--- config.mk ---
export PLATFORM = sky130hd
export DESIGN_NAME = double_ended_queue
export DESIGN_NICKNAME = d
export VERILOG_FILES = /design/src/sv/dq_pkg.sv /design/src/sv/dq_addr.sv /design/src/sv/dq_store.sv /design/src/sv/double_ended_queue.sv
export SDC_FILE = /design/constraint.sdc
export NUM_CORES = 1
export LEC_CHECK = 0
export ABC_AREA = 1
export BUFFER_PORTS_ARGS = -buffer_cell sky130_fd_sc_hd__buf_2
export CAP_MARGIN = 20
export CORE_MARGIN = 2
export CORE_UTILIZATION = 23
export CTS_CLUSTER_DIAMETER = 200
export DETAILED_ROUTE_END_ITERATION = 7
export PLACE_DENSITY = 0.46
export SYNTH_ARGS = -nofsm -noshare
export SYNTH_HDL_FRONTEND = slang
export SYNTH_SLANG_ARGS = --single-unit
--- constraint.sdc ---
create_clock -name clk_i -period 6.3 [get_ports clk_i]
set_input_delay 0.945 -clock clk_i [delete_from_list [all_inputs] [get_ports clk_i]]
set_output_delay 0.945 -clock clk_i [all_outputs]
set_load 0.02 [all_outputs]
--- src/sv/dq_pkg.sv ---
// ----------------------------------------------------------------------------
// dq_pkg
// Shared types and constants for the double-ended queue.
// ----------------------------------------------------------------------------
package dq_pkg;

  localparam int DEPTH = 16;
  localparam int IDX_W = $clog2(DEPTH);
  localparam int CNT_W = $clog2(DEPTH + 1);
  localparam int DATA_W = 32;

  typedef enum logic [2:0] {
    REQ_PUSH_REAR  = 3'd0,
    REQ_PUSH_FRONT = 3'd1,
    REQ_POP_FRONT  = 3'd2,
    REQ_POP_REAR   = 3'd3,
    REQ_LIST       = 3'd4
  } req_e;

  typedef enum logic [1:0] {
    STAT_OK    = 2'd0,
    STAT_EMPTY = 2'd1,
    STAT_FULL  = 2'd2
  } status_e;

  typedef struct packed {
    logic              wr_en;
    logic [IDX_W-1:0]  waddr;
    logic [DATA_W-1:0] wdata;
    logic              rd_en;
    logic [IDX_W-1:0]  raddr;
  } store_req_t;

endpackage

--- src/sv/dq_addr.sv ---
// ----------------------------------------------------------------------------
// dq_addr
// Shared ring index unit: base plus offset, wrapped modulo the depth.
// ----------------------------------------------------------------------------
module dq_addr (
  input  logic [dq_pkg::IDX_W-1:0] base_i,
  input  logic [dq_pkg::IDX_W-1:0] offset_i,
  output logic [dq_pkg::IDX_W-1:0] slot_o
);

  localparam logic [dq_pkg::IDX_W:0] DepthL = (dq_pkg::IDX_W + 1)'(dq_pkg::DEPTH);

  logic [dq_pkg::IDX_W:0] sum;
  logic [dq_pkg::IDX_W:0] wrapped;

  assign sum     = {1'b0, base_i} + {1'b0, offset_i};
  assign wrapped = sum - DepthL;
  assign slot_o  = (sum >= DepthL) ? wrapped[dq_pkg::IDX_W-1:0] : sum[dq_pkg::IDX_W-1:0];

endmodule

--- src/sv/dq_store.sv ---
// ----------------------------------------------------------------------------
// dq_store
// Entry storage: one write port, one read port with registered read data.
// ----------------------------------------------------------------------------
module dq_store (
  input  logic                      clk_i,
  input  dq_pkg::store_req_t        req_i,
  output logic [dq_pkg::DATA_W-1:0] rdata_o
);

  logic [dq_pkg::DATA_W-1:0] mem [dq_pkg::DEPTH];
  logic [dq_pkg::DATA_W-1:0] rdata_q;

  always_ff @(posedge clk_i) begin
    if (req_i.wr_en) begin
      mem[req_i.waddr] <= req_i.wdata;
    end
  end

  always_ff @(posedge clk_i) begin
    if (req_i.rd_en) begin
      rdata_q <= mem[req_i.raddr];
    end
  end

  assign rdata_o = rdata_q;

endmodule

--- src/sv/double_ended_queue.sv ---
// ----------------------------------------------------------------------------
// double_ended_queue
// Ring-buffer deque of signed 32-bit values with push/pop at both ends and
// a front-to-rear listing.
// ----------------------------------------------------------------------------
// One request is handled at a time; s_axis_tready is high only while the
// block is idle. A push, or any request answered with empty or full, goes
// from accept straight to S_SEND, which holds the result word, then the
// block is idle again once the word is taken. A pop passes through S_READ
// for the storage read before S_SEND. A list request streams its entries
// one word at a time, through S_READ and then S_SEND for each word, as set
// by the single read port of the entry storage and its registered read
// data; storage slot addresses go through one shared modulo adder. Request
// codes five to seven are accepted and dropped without a result.
module double_ended_queue (
  input  logic                      clk_i,
  input  logic                      rst_ni,
  input  logic                      s_axis_tvalid,
  output logic                      s_axis_tready,
  input  logic [31:0]               s_axis_tdata,   // [31:0] push_value
  input  logic [2:0]                s_axis_tuser,   // [2:0] req_type
  output logic                      m_axis_tvalid,
  input  logic                      m_axis_tready,
  output logic [31:0]               m_axis_tdata,   // [31:0] out_value
  output logic [1:0]                m_axis_tuser,   // [1:0] status
  output logic                      m_axis_tlast    // last
);

  typedef enum logic [2:0] {
    S_IDLE = 3'b001,
    S_READ = 3'b010,
    S_SEND = 3'b100
  } state_e;

  state_e state_q, state_d;

  logic [dq_pkg::IDX_W-1:0]  head_q, head_d;
  logic [dq_pkg::CNT_W-1:0]  cnt_q, cnt_d;
  logic [dq_pkg::IDX_W-1:0]  idx_q, idx_d;
  logic                      list_q, list_d;
  logic [1:0]                stat_q, stat_d;
  logic [dq_pkg::DATA_W-1:0] val_q, val_d;
  logic                      last_q, last_d;

  logic [dq_pkg::IDX_W-1:0]  au_off;
  logic [dq_pkg::IDX_W-1:0]  au_slot;
  logic [dq_pkg::CNT_W-1:0]  cnt_m1;
  logic [dq_pkg::IDX_W-1:0]  idx_nx;
  logic                      full;
  logic                      empty;
  logic                      in_acc;
  logic [dq_pkg::DATA_W-1:0] rd_data;
  dq_pkg::store_req_t        st_req;

  dq_addr u_addr (
    .base_i  (head_q),
    .offset_i(au_off),
    .slot_o  (au_slot)
  );

  dq_store u_store (
    .clk_i  (clk_i),
    .req_i  (st_req),
    .rdata_o(rd_data)
  );

  assign full          = (cnt_q == dq_pkg::CNT_W'(dq_pkg::DEPTH));
  assign empty         = (cnt_q == '0);
  assign cnt_m1        = cnt_q - dq_pkg::CNT_W'(1);
  assign idx_nx        = idx_q + dq_pkg::IDX_W'(1);
  assign s_axis_tready = (state_q == S_IDLE);
  assign in_acc        = s_axis_tvalid && s_axis_tready;

  always_comb begin
    state_d = state_q;
    head_d  = head_q;
    cnt_d   = cnt_q;
    idx_d   = idx_q;
    list_d  = list_q;
    stat_d  = stat_q;
    val_d   = val_q;
    last_d  = last_q;
    au_off  = '0;
    st_req  = '0;
    st_req.wdata = s_axis_tdata;

    unique case (state_q)
      S_IDLE: begin
        if (in_acc) begin
          stat_d = dq_pkg::STAT_OK;
          val_d  = '0;
          last_d = 1'b1;
          list_d = 1'b0;
          unique case (s_axis_tuser)
            dq_pkg::REQ_PUSH_REAR: begin
              state_d = S_SEND;
              au_off  = cnt_q[dq_pkg::IDX_W-1:0];
              if (full) begin
                stat_d = dq_pkg::STAT_FULL;
              end else begin
                st_req.wr_en = 1'b1;
                st_req.waddr = au_slot;
                cnt_d        = cnt_q + dq_pkg::CNT_W'(1);
              end
            end
            dq_pkg::REQ_PUSH_FRONT: begin
              state_d = S_SEND;
              au_off  = dq_pkg::IDX_W'(dq_pkg::DEPTH - 1);
              if (full) begin
                stat_d = dq_pkg::STAT_FULL;
              end else begin
                st_req.wr_en = 1'b1;
                st_req.waddr = au_slot;
                head_d       = au_slot;
                cnt_d        = cnt_q + dq_pkg::CNT_W'(1);
              end
            end
            dq_pkg::REQ_POP_FRONT: begin
              au_off = dq_pkg::IDX_W'(1);
              if (empty) begin
                stat_d  = dq_pkg::STAT_EMPTY;
                state_d = S_SEND;
              end else begin
                st_req.rd_en = 1'b1;
                st_req.raddr = head_q;
                head_d       = au_slot;
                cnt_d        = cnt_m1;
                state_d      = S_READ;
              end
            end
            dq_pkg::REQ_POP_REAR: begin
              au_off = cnt_m1[dq_pkg::IDX_W-1:0];
              if (empty) begin
                stat_d  = dq_pkg::STAT_EMPTY;
                state_d = S_SEND;
              end else begin
                st_req.rd_en = 1'b1;
                st_req.raddr = au_slot;
                cnt_d        = cnt_m1;
                state_d      = S_READ;
              end
            end
            dq_pkg::REQ_LIST: begin
              if (empty) begin
                stat_d  = dq_pkg::STAT_EMPTY;
                state_d = S_SEND;
              end else begin
                st_req.rd_en = 1'b1;
                st_req.raddr = head_q;
                idx_d        = '0;
                list_d       = 1'b1;
                state_d      = S_READ;
              end
            end
            default: begin
              state_d = S_IDLE;
            end
          endcase
        end
      end
      S_READ: begin
        val_d   = rd_data;
        stat_d  = dq_pkg::STAT_OK;
        last_d  = list_q ? (dq_pkg::CNT_W'(idx_q) + dq_pkg::CNT_W'(1) == cnt_q) : 1'b1;
        state_d = S_SEND;
      end
      S_SEND: begin
        au_off = idx_nx;
        if (m_axis_tready) begin
          if (list_q && !last_q) begin
            st_req.rd_en = 1'b1;
            st_req.raddr = au_slot;
            idx_d        = idx_nx;
            state_d      = S_READ;
          end else begin
            state_d = S_IDLE;
          end
        end
      end
      default: begin
        state_d = S_IDLE;
      end
    endcase
  end

  always_ff @(posedge clk_i or negedge rst_ni) begin
    if (!rst_ni) begin
      state_q <= S_IDLE;
      head_q  <= '0;
      cnt_q   <= '0;
      idx_q   <= '0;
      list_q  <= 1'b0;
    end else begin
      state_q <= state_d;
      head_q  <= head_d;
      cnt_q   <= cnt_d;
      idx_q   <= idx_d;
      list_q  <= list_d;
    end
  end

  always_ff @(posedge clk_i) begin
    stat_q <= stat_d;
    val_q  <= val_d;
    last_q <= last_d;
  end

  assign m_axis_tvalid = (state_q == S_SEND);
  assign m_axis_tdata  = val_q;
  assign m_axis_tuser  = stat_q;
  assign m_axis_tlast  = last_q;

`ifndef SYNTHESIS
  a_cnt_range: assert property (@(posedge clk_i) disable iff (!rst_ni)
    cnt_q <= dq_pkg::CNT_W'(dq_pkg::DEPTH))
    else $error("entry count above depth");

  a_no_overlap: assert property (@(posedge clk_i) disable iff (!rst_ni)
    s_axis_tready |-> !m_axis_tvalid)
    else $error("input taken while a result word is pending");

  a_read_issued: assert property (@(posedge clk_i) disable iff (!rst_ni)
    (state_q == S_READ) |-> $past(st_req.rd_en))
    else $error("read state entered without a storage read");

  a_err_word: assert property (@(posedge clk_i) disable iff (!rst_ni)
    (m_axis_tvalid && m_axis_tuser != dq_pkg::STAT_OK) |-> (m_axis_tdata == '0 && m_axis_tlast))
    else $error("empty or full report carries data or is not last");
`endif

endmodule
* Yosys cells after proc, flatten, opt, wreduce, memory -nomap -nowiden *
Memory sizes are Yosys's and may differ from the RTL's. A register that Yosys moved wholly into a read port is not among the register bits.
Index checks and enable logic that the tools add are counted.

storage, ports and cells
  register bits = 52
  memory bits (writable) = 512
  input port bits = 39
  output and inout port bits = 37
  logic and storage cells = 100
  memories kept = 1

memories
  memory       depth  width  read ports  clocked after Yosys merged registers in  wr ports  line            text
  u_store.mem  16     32     1           1                                        1         dq_store.sv:11  logic [dq_pkg::DATA_W-1:0] mem [dq_pkg::DEPTH];

cells by class
  add/subtract/negate cells = 6
  $lt $le $gt $ge = 1
  equal/unequal tests = 18
  mux-type cells = 47
  reduce and logical (&&, ||, !) cells = 19

operators with widths
  cell                                                    number
  one-hot mux 32 bit (2 select lines)                     1
  two-way mux 5 bit                                       11
  two-way mux 4 bit                                       9
  two-way mux 32 bit                                      1
  one-hot mux 5 bit (2 select lines)                      3
  one-hot mux 4 bit (2 select lines)                      3
  one-hot mux 4 bit (4 select lines)                      1
  inequality test 2 bit (second input constant)           5
  AND reduction 5 bit                                     2
  == test 3 x 2 -> 1 bit (second input constant)          3
  two-way mux 3 bit                                       3
  one-hot mux 3 bit (3 select lines)                      1
  inequality test 2 x 1 -> 1 bit (second input constant)  4
  one-hot mux 2 bit (2 select lines)                      2
  nonzero test 2 bit                                      4
  two-way mux 1 bit                                       7
  == test 3 x 1 -> 1 bit (second input constant)          2
  == test 3 bit (second input constant)                   2
  two-way mux 2 bit                                       3
  one-hot mux 3 bit (2 select lines)                      1
  AND reduction 2 bit                                     3
  AND reduction 6 bit                                     1
  OR reduction 2 bit                                      3
  adder 4 x 1 -> 5 bit (second input constant)            1
  other kinds (14)                                        15

* Longest topological paths before layout *
  depth after elaboration = 13
  gate-level depth with buffers = 20
  depth with buffers taken out = 18

* Modules after synthesis *
A second synthesis with hierarchy kept.

second synthesis, totals
  cell total of the unflattened synthesis = 2490
  area total of the unflattened synthesis = 26057.5 µm²

by module, submodules not included
  module              times used  cells an instance  area an instance (µm²)  seq. area each (µm²)
  dq_store            1           2120               23050.9                 16335.7
  double_ended_queue  1           353                2880.3                  1477.7
  dq_addr             1           17                 126.4                   0.0

* Worst setup path before layout *
Ideal clock, no wire load.

  kind = input-to-reg
  from = input port s_axis_tuser[1]
  to = memory u_store.mem[0][0] (netlist bit) (enable)
  setup time = 461 ps
  arrival time = 4969 ps
  data required time = 5839 ps
  slack = 870 ps
  stages = 15
  buffers on the path = 0
  cell sequence = nor2_1 -> inv_1 -> nor2_1 -> a221oi_1 -> o21ai_0 -> ha_1 -> nand3_1 -> nand2_1 -> or2_2 -> nand2_1 -> nand3b_1 -> nand2_1 -> inv_1 -> a21oi_1 -> nor3_1

between the ends
  word-level cells in the longest chain between the ends = 11
  elaborated cells on any way between the ends = 18
  those cells by class = add/sub (2); order compare (1); eq/ne (3); mux (10); reduce/logical (2)

RTL lines
  what                                                                                   line                                                 text
  start, declared                                                                        double_ended_queue.sv:21                             input logic [2:0] s_axis_tuser,
  == test 3 x 2 -> 1 bit (tied with other cells)                                         double_ended_queue.sv:94                             unique case (s_axis_tuser)
  one-hot mux 4 bit (4 select lines)                                                     double_ended_queue.sv:94
  two-way mux 4 bit                                                                      double_ended_queue.sv:89                             if (in_acc) begin
  one-hot mux 4 bit (2 select lines)                                                     double_ended_queue.sv:87                             unique case (state_q)
  adder 4 x 4 -> 5 bit                                                                   dq_addr.sv:16                                        assign sum = {1'b0, base_i} + {1'b0, offset_i};
  subtractor 4 x 1 -> 4 bit / greater-or-equal comparator 5 bit (equally long branches)  dq_addr.sv:17, dq_addr.sv:18
  two-way mux 4 bit                                                                      dq_addr.sv:18                                        assign slot_o = (sum >= DepthL) ? wrapped[dq_pkg::IDX_W-1:0] : sum[dq_pkg::IDX_W-1:0];
  two-way mux 5 bit                                                                      double_ended_queue.sv:98, double_ended_queue.sv:109
  two-way mux 5 bit (*)                                                                  n/a
  two-way mux 5 bit (*)                                                                  double_ended_queue.sv:89
  two-way mux 5 bit (*)                                                                  double_ended_queue.sv:87
  end, declared                                                                          dq_store.sv:11

Mark *: on every way between the ends. The rest lies on a longest branch, timed or not.

* Worst setup path after layout *
  from = register state_q[0]
  to = register u_store.rdata_q (netlist bit u_store.rdata_o[9]), read port of u_store.mem, data pin

between the ends
  word-level cells in the longest chain between the ends = 11
  elaborated cells on any way between the ends = 15
  those cells by class = add/sub (2); order compare (1); eq/ne (2); mux (9); reduce/logical (1)

RTL lines
  what                                                                                   line                                                text
  start, declared                                                                        double_ended_queue.sv:35                            state_e state_q, state_d;
  start signal, assigned                                                                 double_ended_queue.sv:194                           state_q <= state_d;
  == test 3 x 1 -> 1 bit                                                                 double_ended_queue.sv:71, double_ended_queue.sv:87
  logical AND 1 bit                                                                      double_ended_queue.sv:72                            assign in_acc = s_axis_tvalid && s_axis_tready;
  two-way mux 4 bit                                                                      double_ended_queue.sv:89
  one-hot mux 4 bit (2 select lines) (*)                                                 double_ended_queue.sv:87
  adder 4 x 4 -> 5 bit (*)                                                               dq_addr.sv:16
  subtractor 4 x 1 -> 4 bit / greater-or-equal comparator 5 bit (equally long branches)  dq_addr.sv:17, dq_addr.sv:18
  two-way mux 4 bit (*)                                                                  dq_addr.sv:18
  via au_slot, one bit                                                                   double_ended_queue.sv:46                            logic [dq_pkg::IDX_W-1:0] au_slot;
  two-way mux 5 bit                                                                      double_ended_queue.sv:133                           if (empty) begin
  one-hot mux 5 bit (2 select lines)                                                     double_ended_queue.sv:94
  two-way mux 5 bit                                                                      double_ended_queue.sv:89
  one-hot mux 5 bit (2 select lines) (*)                                                 double_ended_queue.sv:87
  end, declared                                                                          dq_store.sv:12                                      logic [dq_pkg::DATA_W-1:0] rdata_q;

The timed path passes the listed nets; every way through them passes the cells marked *.
A chain may end at the register's enable or synchronous reset.

==> qor.csv <==
metric,value,unit
1st-iter DRT viols,1324,
RSZ-0062 raised after global routing,false,
initial core utilization,23.23,%
Clock Path Buffers,3,
CTS H-tree depth,3,
syn avg cell area,10.54,um^2
# rows,123,
CTS clock-pin slew for the worst setup and hold paths,0.06,ns
Residual DRC,0,
max-cap viol count,0,
TritonRoute pass-1 iters,7,
Yosys top cell area share,66.35,%
Root Driver,clkbuf_16,
via density per instance,4.253,
"Cell Area, Synth",26210,um^2
CTS tree,yes,
final-report hold violation count,0,
hold slack,0.2780,ns
DP Wirelength,39.14,mm
largest net degree at the start of global routing,186,
die area,116700,um^2
DP Area,28490,um^2
R2R cell count,17,
"Async S/R FF share, synth",2.852,%
total gr overflow,0,
Num CTS Buffers,70,
period utilization,72.34,%
initial antenna violation count,16,
clk_lat worst skew,0.61,ns
total number of vias,17387,
Reg2Reg Capture Point,u_store.rdata_o[9],
Pins Over Slew Limit,0,
Yosys warnings,0,
Resized Gates After CTS,0,
io pins,76,
Synth top cells by count,"nand2_1 (683), edfxtp_1 (579), nand3_1 (499)",
#FFs+latches synth,596,
max_slew headroom,32.40,%
Peak VDD IR,0.1871,mV
Worst Tran Pin Value,1.010,ns
CP Max Fanout,76,
Sink Count,596,
GP Congestion,0.7616,
status,completed,
Crit. End Element,register,
port bufs,75,
ANT nets after route,0,
Synthesized Nets,2532,
die boundary height,341.6,um
Hold Buf Count CTS,0,
WP data required,6.65,ns
Post-synth EDFFs,579,
Power Total,9.891,mW
Synth cell types,39,
Worst Setup Path Type,reg2reg,
NumNets Final,2583,
core region area,112800,um^2
skew final,0.02950,ns
first-pass GRT wire length,113.8,mm
synth top area cells,"edfxtp_1 (66%), nand2_1 (9.8%), nand3_1 (9.5%)",
Main synth FF type,edfxtp_1,
"Setup Fix Bufs, Post-CTS",0,
critical path startpoint category,register,
PwrDens,323.0,nW/um^2
HP Class,in2async,
FF-to-FF Start,state_q[0],
register area share after synthesis,67.97,%
Final Util,27.15,%
Total GRT Usage,12.98,%
Post-Synthesis Cells,2486,
Finished Cell Area,30620,um^2
most common cell in the netlist,nand2_1,
Syn-to-layout area delta,16.85,%
WP data arrival,4.91,ns
leak pwr,12.19,nW
Total Wirelength,75.91,mm
Synth area leader,edfxtp_1,
routed len/inst,18.57,um
vias in the first global route,16568,
final setup vio count,0,
fmax,219.4,MHz
Die X,341.6,um
Fin Setup TNS,0,ns
minimum clock period after layout,4.557,ns
r2r setup slk,1.74,ns
layout cells sized above 1,9.513,%
[metal layers]
metal / vias up / global-route usage (%) / part of all wire, % / routed length [um]
li1: 8365 / - / - / -
met1: 8523 / 18.98 / 49 / 37210
met2: 371 / 19.90 / 45 / 33800
met3: 114 / 2.261 / 4.4 / 3375
met4: 14 / 2.946 / 1.9 / 1432
met5: - / 0 / 0.12 / 94
[critical path, stage by stage, from the launching register on]
cell and delay [ns]:
dfstp_2 0.56, nand3_1 0.20, nor2_4 0.38, inv_1 0.23
o31ai_1 0.36, ha_1 0.36, nand3_1 0.11, o21ai_1 0.23
nand2_8 0.36, nand2_8 0.52, buf_12 0.36, nand2_1 0.09
nand3_1 0.09, nand2_1 0.06, nand2_1 0.06, nand2_1 0.06
nand2_1 0.06, nand2_1 0.07
[layout by cell type, fill, tap and decap left out, drive strengths merged]
cell type,instances
clkbuf,88
o21ai,26
xnor2,2
dfstp,1
clkinv,21
or2,3
o211ai,2
a221oi,2
nand2,688
edfxtp,579
o2111ai,1
o22ai,2
nand3,501
dfrtp,16
ha,6
nor2,67
a21oi,10
diode,2
fa,1
inv,377
a2111o,1
bufinv,3
buf,113
nand4,2
xor2,7
a22oi,1
nand3b,53
clkinvlp,6
nor3,4
o21a,1
o31ai,2
[stage by stage]
| stage | instances | setup slack (ns) |
|---|---|---|
| 3_5_place_dp | 3965 | 1.464 |
| 2_1_floorplan | 2486 | 0.8704 |
| 4_1_cts | 4086 | 1.795 |
| 3_3_place_gp | 3965 | 1.466 |
| 6_report | 4088 | 1.743 |
| 5_1_grt | 4087 | 1.413 |
[final cells by class]
class / instances / area, um^2
inverters: 374 / 1404
fillers: 11810 / 82180
well taps: 1500 / 1877
clock inverters: 33 / 267.8
flip-flops and latches: 596 / 17810
repair buffers: 113 / 873.3
diodes: 2 / 5.005
clock buffers: 88 / 1862
multi-input cells: 1382 / 6521
[registers in the layout (all words and copies together), names as in the netlist]
register         cells
cnt_q                5
head_q               4
idx_q                4
list_q               1
m_axis_tdata        32
m_axis_tlast         1
m_axis_tuser         2
state_q              3
u_store.mem        512
u_store.rdata_o     32
[power by group]
part	switching [mW]	internal, mW
registers	0.102	4.59
clock network	1.62	2.22
logic	0.987	0.382
total	2.70	7.19
[worst max-delay path by stage]
stage,startpoint,endpoint,slack (ns),depth (start not counted)
detailed placement,s_axis_tvalid,u_store.mem[4][28],1.46,16
CTS,state_q[0],u_store.rdata_o[9],1.80,17
global route,state_q[0],u_store.rdata_o[9],1.41,17
floorplan,s_axis_tuser[1],u_store.mem[0][0],0.87,15
finish,state_q[0],u_store.rdata_o[9],1.74,17
global placement,s_axis_tvalid,u_store.rdata_o[9],1.47,18
[cell families after synthesis]
logic type	share of synthesized area (%)
compound gates	1.108
xor+xnor	0.3008
fa+ha+maj	0.3629
buf+inv	7.916
flops	67.97
simple gates	22.34
(Power assumes the default switching activity.)
